File: config.mk
export PLATFORM = sky130hd
export DESIGN_NAME = argb_unpremultiply_convert_top_flat
export DESIGN_NICKNAME = d
export VERILOG_FILES = /design/src/design/aupc_pkg.sv /design/src/design/aupc_if.sv /design/src/design/argb_unpremultiply_convert_top.sv /design/src/design/aupc_front.sv /design/src/design/aupc_queue.sv /design/src/design/aupc_back.sv /design/src/flat_wrapper.sv
export SDC_FILE = /design/constraint.sdc
export NUM_CORES = 2
export LEC_CHECK = 0
export BUFFER_PORTS_ARGS = -buffer_cell sky130_fd_sc_hd__buf_2
export CAP_MARGIN = 20
export CORE_ASPECT_RATIO = 1.25
export CORE_UTILIZATION = 45
export DETAILED_ROUTE_END_ITERATION = 10
export SLEW_MARGIN = 20
export SYNTH_ARGS = -nofsm -noshare
export SYNTH_HDL_FRONTEND = slang
export SYNTH_SLANG_ARGS = --single-unit
export TNS_END_PERCENT = 100
File: constraint.sdc
create_clock -name clk -period 61 [get_ports clk]
set_input_delay 6.1 -clock clk [delete_from_list [all_inputs] [get_ports clk]]
set_output_delay 6.1 -clock clk [all_outputs]
set_load 0.005 [all_outputs]
File: src/design/aupc_pkg.sv
// Package for the ARGB unpremultiply converter.
// Holds shared constants, the queue item type and the divider stage types.
// No dependencies.
package aupc_pkg;

	localparam int ChanCnt      = 3;
	localparam int ByteW        = 8;
	localparam int NumWidth     = 16;
	localparam int BitsPerStage = 2;
	localparam int DivStages    = NumWidth / BitsPerStage;
	localparam int QueueDepth   = 4;
	localparam int QueuePtrW    = $clog2(QueueDepth);
	localparam int AlphaLsb     = 24;

	localparam logic [2:0] ChanRgba = 3'd4;
	localparam logic [2:0] ChanRgb  = 3'd3;

	// Classified pixel as it sits in the queue
	typedef struct packed {
		logic                              keep;
		logic                              zero_alpha;
		logic [ByteW-1:0]                  alpha;
		logic [ChanCnt-1:0][ByteW-1:0]     color;
		logic [ChanCnt-1:0][NumWidth-1:0]  num;
		logic                              row_end;
		logic                              frame_end;
	} work_t;

	// Running state of one color divider
	typedef struct packed {
		logic [ByteW-1:0]    rem;
		logic [NumWidth-1:0] num;
		logic [ByteW-1:0]    quo;
	} chan_t;

	// One divider pipeline stage
	typedef struct packed {
		logic [ChanCnt-1:0][$bits(chan_t)-1:0] ch;
		logic                                  keep;
		logic                                  zero_alpha;
		logic [ByteW-1:0]                      alpha;
		logic [ChanCnt-1:0][ByteW-1:0]         color;
		logic                                  row_end;
		logic                                  frame_end;
	} stage_t;

endpackage

File: src/design/aupc_if.sv
// Stream interfaces for the ARGB unpremultiply converter.
// pix_in_if carries source pixels, pix_out_if carries converted pixels.
// No dependencies.
interface pix_in_if;
	logic        valid;
	logic        ready;
	logic [31:0] pixel_word;
	logic        row_end;
	logic        frame_end;

	modport source (output valid, output pixel_word, output row_end, output frame_end,
		input ready);
	modport sink (input valid, input pixel_word, input row_end, input frame_end,
		output ready);
endinterface

interface pix_out_if;
	logic       valid;
	logic       ready;
	logic [7:0] red;
	logic [7:0] green;
	logic [7:0] blue;
	logic [7:0] alpha_out;
	logic [2:0] channel_count;
	logic       row_end_out;
	logic       frame_end_out;

	modport source (output valid, output red, output green, output blue, output alpha_out,
		output channel_count, output row_end_out, output frame_end_out, input ready);
	modport sink (input valid, input red, input green, input blue, input alpha_out,
		input channel_count, input row_end_out, input frame_end_out, output ready);
endinterface

File: src/design/argb_unpremultiply_convert_top.sv
// Top level of the ARGB unpremultiply converter: front end, queue, divider back end.
// Depends on aupc_pkg, pix_in_if, pix_out_if, aupc_front, aupc_queue, aupc_back.
//
//  channel   dir  payload                                          handshake
//  src       in   pixel_word[31:0], row_end, frame_end              valid/ready
//  dst       out  red, green, blue, alpha_out, channel_count,       valid/ready
//                 row_end_out, frame_end_out
//  cfg       in   cfg_wdata (keep_alpha)                            cfg_we
//
// One pixel per cycle sustained while dst is ready; the front register loads at the src
// transfer, then the queue, eight divider stages and output register lead to dst valid.
// The divider resolves two quotient bits per stage over a 16-bit numerator.
// Reset empties the queue and pipeline and sets keep_alpha to 1.
// A dst stall freezes the divider pipeline; the 4-entry queue and the front register
// take up to five more src transfers before src stalls.
module argb_unpremultiply_convert_top (
	input  logic     clk,
	input  logic     arst_n,
	pix_in_if.sink   src,
	pix_out_if.source dst,
	input  logic     cfg_we,
	input  logic     cfg_wdata
);
	import aupc_pkg::*;

	logic  keep_alpha_q;
	logic  push_valid;
	logic  push_ready;
	work_t push_data;
	logic  head_valid;
	logic  head_pop;
	work_t head_data;

	// Mode register
	always_ff @(posedge clk or negedge arst_n) begin
		if (!arst_n) begin
			keep_alpha_q <= 1'b1;
		end else if (cfg_we) begin
			keep_alpha_q <= cfg_wdata;
		end
	end

	aupc_front u_front (
		.clk        (clk),
		.arst_n     (arst_n),
		.src        (src),
		.keep_alpha (keep_alpha_q),
		.push_valid (push_valid),
		.push_ready (push_ready),
		.push_data  (push_data)
	);

	aupc_queue u_queue (
		.clk        (clk),
		.arst_n     (arst_n),
		.push_valid (push_valid),
		.push_ready (push_ready),
		.push_data  (push_data),
		.pop_valid  (head_valid),
		.pop_ready  (head_pop),
		.pop_data   (head_data)
	);

	aupc_back u_back (
		.clk        (clk),
		.arst_n     (arst_n),
		.head_valid (head_valid),
		.head_pop   (head_pop),
		.head_data  (head_data),
		.dst        (dst)
	);

endmodule

File: src/design/aupc_front.sv
// Front end: accepts source pixels, splits fields and forms divider numerators.
// Depends on aupc_pkg and pix_in_if.
module aupc_front (
	input  logic           clk,
	input  logic           arst_n,
	pix_in_if.sink         src,
	input  logic           keep_alpha,
	output logic           push_valid,
	input  logic           push_ready,
	output aupc_pkg::work_t push_data
);
	import aupc_pkg::*;

	logic  v_s1;
	work_t item_s1;
	work_t item_d;
	logic  take;

	assign src.ready = !v_s1 || push_ready;
	assign take      = src.valid && src.ready;

	// Split the word and build c*255 + alpha/2 for each color
	always_comb begin
		item_d            = '0;
		item_d.keep       = keep_alpha;
		item_d.alpha      = src.pixel_word[AlphaLsb +: ByteW];
		item_d.zero_alpha = (item_d.alpha == '0);
		item_d.row_end    = src.row_end;
		item_d.frame_end  = src.frame_end;
		for (int i = 0; i < ChanCnt; i++) begin
			// channel 0 red, 1 green, 2 blue
			item_d.color[i] = src.pixel_word[(ChanCnt-1-i)*ByteW +: ByteW];
			item_d.num[i]   = {item_d.color[i], 8'd0} - {8'd0, item_d.color[i]}
				+ {9'd0, item_d.alpha[ByteW-1:1]};
		end
	end

	// Hold the classified item until the queue takes it
	always_ff @(posedge clk or negedge arst_n) begin
		if (!arst_n) begin
			v_s1 <= 1'b0;
		end else if (src.ready) begin
			v_s1 <= src.valid;
		end
	end

	always_ff @(posedge clk) begin
		if (take) begin
			item_s1 <= item_d;
		end
	end

	assign push_valid = v_s1;
	assign push_data  = item_s1;

endmodule

File: src/design/aupc_queue.sv
// Short queue that decouples the front end from the divider pipeline.
// Depends on aupc_pkg.
module aupc_queue (
	input  logic            clk,
	input  logic            arst_n,
	input  logic            push_valid,
	output logic            push_ready,
	input  aupc_pkg::work_t push_data,
	output logic            pop_valid,
	input  logic            pop_ready,
	output aupc_pkg::work_t pop_data
);
	import aupc_pkg::*;

	work_t                mem_q [QueueDepth];
	logic [QueuePtrW-1:0] wr_ptr_q;
	logic [QueuePtrW-1:0] rd_ptr_q;
	logic [QueuePtrW:0]   count_q;
	logic                 push;
	logic                 pop;

	assign push_ready = (count_q != QueueDepth[QueuePtrW:0]);
	assign pop_valid  = (count_q != '0);
	assign push       = push_valid && push_ready;
	assign pop        = pop_valid && pop_ready;
	assign pop_data   = mem_q[rd_ptr_q];

	// Advance pointers and fill count
	always_ff @(posedge clk or negedge arst_n) begin
		if (!arst_n) begin
			wr_ptr_q <= '0;
			rd_ptr_q <= '0;
			count_q  <= '0;
		end else begin
			if (push) begin
				wr_ptr_q <= wr_ptr_q + 1'b1;
			end
			if (pop) begin
				rd_ptr_q <= rd_ptr_q + 1'b1;
			end
			case ({push, pop})
				2'b10:   count_q <= count_q + 1'b1;
				2'b01:   count_q <= count_q - 1'b1;
				default: count_q <= count_q;
			endcase
		end
	end

	// Store entries
	always_ff @(posedge clk) begin
		if (push) begin
			mem_q[wr_ptr_q] <= push_data;
		end
	end

endmodule

File: src/design/aupc_back.sv
// Back end: pipelined restoring divider, two quotient bits per stage, plus
// the output register. Depends on aupc_pkg and pix_out_if.
module aupc_back (
	input  logic            clk,
	input  logic            arst_n,
	input  logic            head_valid,
	output logic            head_pop,
	input  aupc_pkg::work_t head_data,
	pix_out_if.source       dst
);
	import aupc_pkg::*;

	// Two restoring steps; remainder stays below alpha
	function automatic chan_t div_step2(chan_t c, logic [ByteW-1:0] a);
		chan_t          r;
		logic [ByteW:0] t;
		r = c;
		for (int j = 0; j < BitsPerStage; j++) begin
			t     = {r.rem, r.num[NumWidth-1]};
			r.num = {r.num[NumWidth-2:0], 1'b0};
			if (t >= {1'b0, a}) begin
				r.rem = ByteW'(t - {1'b0, a});
				r.quo = {r.quo[ByteW-2:0], 1'b1};
			end else begin
				r.rem = t[ByteW-1:0];
				r.quo = {r.quo[ByteW-2:0], 1'b0};
			end
		end
		return r;
	endfunction

	stage_t               div_s [DivStages];
	logic [DivStages-1:0] v_s;
	stage_t               step_in [DivStages];
	stage_t               step_out [DivStages];
	logic                 out_v_q;
	logic                 en;
	stage_t               last;
	chan_t                lc;

	// Whole pipeline advances when the output register is free
	assign en       = !out_v_q || dst.ready;
	assign head_pop = en && head_valid;

	// Load the queue head as the first divider input
	always_comb begin
		chan_t c0;
		step_in[0]            = '0;
		step_in[0].keep       = head_data.keep;
		step_in[0].zero_alpha = head_data.zero_alpha;
		step_in[0].alpha      = head_data.alpha;
		step_in[0].color      = head_data.color;
		step_in[0].row_end    = head_data.row_end;
		step_in[0].frame_end  = head_data.frame_end;
		for (int i = 0; i < ChanCnt; i++) begin
			c0               = '0;
			c0.num           = head_data.num[i];
			step_in[0].ch[i] = c0;
		end
		for (int k = 1; k < DivStages; k++) begin
			step_in[k] = div_s[k-1];
		end
	end

	// Each stage advances every color divider by div_step2
	always_comb begin
		for (int k = 0; k < DivStages; k++) begin
			step_out[k] = step_in[k];
			for (int i = 0; i < ChanCnt; i++) begin
				step_out[k].ch[i] = div_step2(chan_t'(step_in[k].ch[i]), step_in[k].alpha);
			end
		end
	end

	always_ff @(posedge clk or negedge arst_n) begin
		if (!arst_n) begin
			v_s     <= '0;
			out_v_q <= 1'b0;
		end else if (en) begin
			v_s     <= {v_s[DivStages-2:0], head_valid};
			out_v_q <= v_s[DivStages-1];
		end
	end

	always_ff @(posedge clk) begin
		if (en) begin
			for (int k = 0; k < DivStages; k++) begin
				div_s[k] <= step_out[k];
			end
		end
	end

	// Format the result: quotient, zero for clear pixels, or raw color
	assign last = div_s[DivStages-1];

	logic [ChanCnt-1:0][ByteW-1:0] res_d;
	always_comb begin
		for (int i = 0; i < ChanCnt; i++) begin
			lc = chan_t'(last.ch[i]);
			if (!last.keep) begin
				res_d[i] = last.color[i];
			end else if (last.zero_alpha) begin
				res_d[i] = '0;
			end else begin
				res_d[i] = lc.quo;
			end
		end
	end

	logic [ChanCnt-1:0][ByteW-1:0] res_q;
	logic [ByteW-1:0]              alpha_q;
	logic [2:0]                    count_q;
	logic                          row_end_q;
	logic                          frame_end_q;

	// Hold the result until the sink takes the transfer
	always_ff @(posedge clk) begin
		if (en) begin
			res_q       <= res_d;
			alpha_q     <= last.keep ? last.alpha : '0;
			count_q     <= last.keep ? ChanRgba : ChanRgb;
			row_end_q   <= last.row_end;
			frame_end_q <= last.frame_end;
		end
	end

	assign dst.valid         = out_v_q;
	assign dst.red           = res_q[0];
	assign dst.green         = res_q[1];
	assign dst.blue          = res_q[2];
	assign dst.alpha_out     = alpha_q;
	assign dst.channel_count = count_q;
	assign dst.row_end_out   = row_end_q;
	assign dst.frame_end_out = frame_end_q;

endmodule

File: src/flat_wrapper.sv
// flat-port wrapper written by rule: the top's interface ports become plain ports
module argb_unpremultiply_convert_top_flat import aupc_pkg::*;
  (clk, arst_n, cfg_we, cfg_wdata, src_valid, src_pixel_word, src_row_end, src_frame_end, src_ready, dst_valid, dst_red, dst_green, dst_blue, dst_alpha_out, dst_channel_count, dst_row_end_out, dst_frame_end_out, dst_ready);
  pix_in_if src_i ();
  pix_out_if dst_i ();
  input  logic clk;
  input  logic arst_n;
  input  logic cfg_we;
  input  logic cfg_wdata;
  input wire logic [$bits(src_i.valid)-1:0] src_valid;
  input wire logic [$bits(src_i.pixel_word)-1:0] src_pixel_word;
  input wire logic [$bits(src_i.row_end)-1:0] src_row_end;
  input wire logic [$bits(src_i.frame_end)-1:0] src_frame_end;
  output wire logic [$bits(src_i.ready)-1:0] src_ready;
  output wire logic [$bits(dst_i.valid)-1:0] dst_valid;
  output wire logic [$bits(dst_i.red)-1:0] dst_red;
  output wire logic [$bits(dst_i.green)-1:0] dst_green;
  output wire logic [$bits(dst_i.blue)-1:0] dst_blue;
  output wire logic [$bits(dst_i.alpha_out)-1:0] dst_alpha_out;
  output wire logic [$bits(dst_i.channel_count)-1:0] dst_channel_count;
  output wire logic [$bits(dst_i.row_end_out)-1:0] dst_row_end_out;
  output wire logic [$bits(dst_i.frame_end_out)-1:0] dst_frame_end_out;
  input wire logic [$bits(dst_i.ready)-1:0] dst_ready;
  assign src_i.valid = src_valid;
  assign src_i.pixel_word = src_pixel_word;
  assign src_i.row_end = src_row_end;
  assign src_i.frame_end = src_frame_end;
  assign src_ready = src_i.ready;
  assign dst_valid = dst_i.valid;
  assign dst_red = dst_i.red;
  assign dst_green = dst_i.green;
  assign dst_blue = dst_i.blue;
  assign dst_alpha_out = dst_i.alpha_out;
  assign dst_channel_count = dst_i.channel_count;
  assign dst_row_end_out = dst_i.row_end_out;
  assign dst_frame_end_out = dst_i.frame_end_out;
  assign dst_i.ready = dst_ready;
  argb_unpremultiply_convert_top u_core (.clk(clk), .arst_n(arst_n), .src(src_i), .dst(dst_i), .cfg_we(cfg_we), .cfg_wdata(cfg_wdata));
endmodule
==> results.sh <==
export IMPL_status="complete, no violations"
export IMPL_maxSlewHeadroom_pct=26.7
export IMPL_drtPass1Iterations=7
export IMPL_grt_total_usage_pct=17.4
export IMPL_synthCells=3938
export IMPL_routedWlPerCell_um=19.0
export IMPL_cp_startpoint="dst_ready"
export IMPL_synth_ff_type="edfxtp_1"
export IMPL_avgSynthCellArea_um2=14.4
export IMPL_fin_nets=4591
export IMPL_die_h_um=399
export IMPL_drv_cap=0
export IMPL_tritoncts="built"
export IMPL_drive_above_1_share_pct=14.4
export IMPL_period_needed_ps=9150
export IMPL_crit_type="in2reg"
export IMPL_antenna_found_initial=3
export IMPL_grt_pass1_wl_um=172000
export IMPL_fin_crit_sh_pct=15.0
export IMPL_drt_vias_per_instance=5.36
export IMPL_synth_nets=4416
export IMPL_clkSlewWorstSetupHoldPaths_ps=60
export IMPL_critPathLaunchType="input port"
export IMPL_grt_ovfl_total=0
export IMPL_fin_setup_tns_ps=0
export IMPL_worstHoldPathType="reg2reg"
export IMPL_port_buffers=78
export IMPL_async_flop_share_pct=1.55
export IMPL_cts_buffers=113
export IMPL_crit_fanout=81
export IMPL_antenna_left=0
export IMPL_synth_edf_count=1140
export IMPL_skew_ps=51.7
export IMPL_syn_to_final_growth_pct=10.8
export IMPL_synth_cell_types=76
export IMPL_drt_total_wl_um=111000
export IMPL_drc=0
export IMPL_clock_fmax_mhz=109
export IMPL_hpwl_um=80200
export IMPL_worstSkewPairLatency_ps=740
export IMPL_die_x_um=319
export IMPL_vias=31215
export IMPL_finalSetupViolations=0
export IMPL_place_congestion=0.857
export IMPL_syn_cell_area_um2=56700
export IMPL_cp_data_arrival_time_ps=9460
export IMPL_worstHoldPathCells=0
export IMPL_r2r_cells=14
export IMPL_grt_pass1_vias=31121
export IMPL_endpoint_kind="flop"
export IMPL_rows=145
export IMPL_drtIter0Drc=1670
export IMPL_fin_ws_ps=51850
export IMPL_fillers=10484
export IMPL_tightest_slew_ps=1090
export IMPL_htreeDepth=3
export IMPL_cp_required_ps=61310
export IMPL_hold_buffers=0
export IMPL_post_place_ws_ps=51050
export IMPL_cts_setup_buffers=0
export IMPL_ys_warn_count=0
export IMPL_clock_sinks=1158
export IMPL_grt_max_degree=83
export IMPL_min_delay_start="u_core.u_back.div_s[0][77]"
export IMPL_slew_viol_final=0
export IMPL_hold_violations=0
export IMPL_ys_seq_area_share_pct=61.2
export IMPL_io_pin_count=79
export IMPL_synth_ff_latch_count=1158
export IMPL_ctsResizeCount=0
export IMPL_cts_max_path_buffers=3
export IMPL_cts_root_buf="clkbuf_16"
export IMPL_rsz0062_at_grt="false"
export IMPL_start_util_pct=45.3
export IMPL_r2r_start="u_core.u_queue.rd_ptr_q[0]"
export IMPL_die_area_um2=127000
export IMPL_coreArea_um2=125000
## final cells by class
cell class,instances,area [um2],share of cell area [%]
diodes,1,2.50,0.00399
clock buffers,132,2900,4.62
clock inverters,79,729,1.16
inverters,249,935,1.49
multi-input cells,2484,20900,33.3
flip-flops and latches,1158,34700,55.3
well taps,1617,2020,3.22
repair buffers,107,608,0.969
## worst paths after layout
path,endpoint,slack [ps]
min,u_core.u_back.div_s[0][205],370
min in group asynchronous,u_core.u_front.push_valid,5300
max reg2reg,u_core.u_back.div_s[0][61],54620
max in group asynchronous,u_core.u_queue.rd_ptr_q[1],55380
max,u_core.u_back.div_s[1][347],51850
min reg2reg,u_core.u_back.div_s[0][205],370
## cell families after synthesis
logic type / after synthesis / share of synthesized area (%)
buf+inv: 296 / 1.99
fa+ha+maj: 438 / 10.3
flops: 1158 / 61.2
mux: 340 / 8.26
xor+xnor: 218 / 3.37
compound gates: 763 / 8.55
simple gates: 725 / 6.36
## worst max-delay path, cell delays in order
cell      delay, ps
buf_2            80
nand2b_4        690
buf_4           710
buf_4           850
buf_4           810
## metal layers
metal	track usage [%]	vias to the layer above	part of all wire (%)
met2	31.9	463	53
met5	0	-	0.025
met4	7.37	4	3.6
met3	2.18	210	2.8
met1	20.4	15113	41
li1	-	15425	-
## cell usage in the layout (no fill, tap or decap), types with 10 or more instances in the layout
| cell type | instances |
|---|---|
| edfxtp_1 | 1140 |
| ha_1 | 392 |
| inv_1 | 248 |
| a21oi_1 | 230 |
| nor2_1 | 208 |
| mux2_2 | 199 |
| nand2_1 | 178 |
| o21ai_0 | 178 |
| xnor2_1 | 165 |
| clkbuf_16 | 113 |
| mux4_2 | 79 |
| buf_2 | 78 |
| nor2b_1 | 66 |
| a21o_1 | 63 |
| o21a_1 | 57 |
| nand4_1 | 55 |
| xor2_1 | 53 |
| mux2i_1 | 51 |
| fa_1 | 46 |
| o21bai_1 | 40 |
| nor3_1 | 38 |
| clkinv_1 | 36 |
| a211oi_1 | 34 |
| nand3_1 | 29 |
| buf_4 | 29 |
| nand2b_1 | 27 |
| o31ai_1 | 26 |
| a22o_1 | 25 |
| o31a_1 | 20 |
| clkbuf_1 | 19 |
| and2_1 | 18 |
| or2_2 | 18 |
| and3_1 | 17 |
| or3_1 | 17 |
| clkinv_2 | 17 |
| a21boi_0 | 15 |
| dfrtp_1 | 15 |
| a31oi_1 | 11 |
| nor4_1 | 10 |
## synth_stat cells (10+ instances only)
cell,n,area share (%)
edfxtp_1,1140,60
ha_1,392,8.7
inv_1,248,1.6
a21oi_1,230,2.0
nor2_1,208,1.4
mux2_2,199,4.0
nand2_1,178,1.2
o21ai_0,178,1.6
xnor2_1,165,2.5
mux4_2,79,3.1
nor2b_1,66,0.73
a21o_1,63,0.83
o21a_1,57,0.75
nand4_1,55,0.61
xor2_1,53,0.82
mux2i_1,51,0.90
fa_1,46,1.6
o21bai_1,40,0.53
nor3_1,38,0.34
clkbuf_1,37,0.25
a211oi_1,34,0.45
nand3_1,29,0.26
nand2b_1,28,0.31
o31ai_1,26,0.34
a22o_1,25,0.39
and2_1,23,0.25
o31a_1,20,0.31
or2_2,18,0.20
and3_1,17,0.19
dfrtp_1,17,0.75
or3_1,17,0.19
a21boi_0,15,0.20
a31oi_1,11,0.12
nor4_1,10,0.11
## state kept, by name, indices dropped and copies added, names as in the netlist
name and flops:
u_core.u_queue.wr_ptr_q 2, u_core.u_back.v_s 8, u_core.u_back.dst.channel_count 2, u_core.u_queue.count_q 3, u_core.u_queue.rd_ptr_q 2, u_core.u_back.div_s 684
u_core.keep_alpha_q 1, u_core.u_front.push_valid 1, u_core.u_back.dst.row_end_out 1, u_core.u_back.dst.green 8, u_core.u_back.dst.frame_end_out 1, u_core.u_front.push_data 84
u_core.u_back.dst.red 8, u_core.u_back.dst.alpha_out 8, u_core.u_back.dst.blue 8, u_core.u_back.dst.valid 1, u_core.u_queue.mem_q 336
## through the flow
step                      util (%)  area, um2  hold slack, ps  std cells
after global routing          50.2      62800             367       5827
after CTS                     50.2      62800             365       5826
after floorplan                  -      56700             400       3938
final                         50.2      62800             373       5827
after detailed placement      47.3      59100             405       5615
after global placement        47.3      59100             401       5615
Power is left out: the tool's default activity adds up to more than one toggle a clock period on the data nets, which glitch-free logic cannot reach.
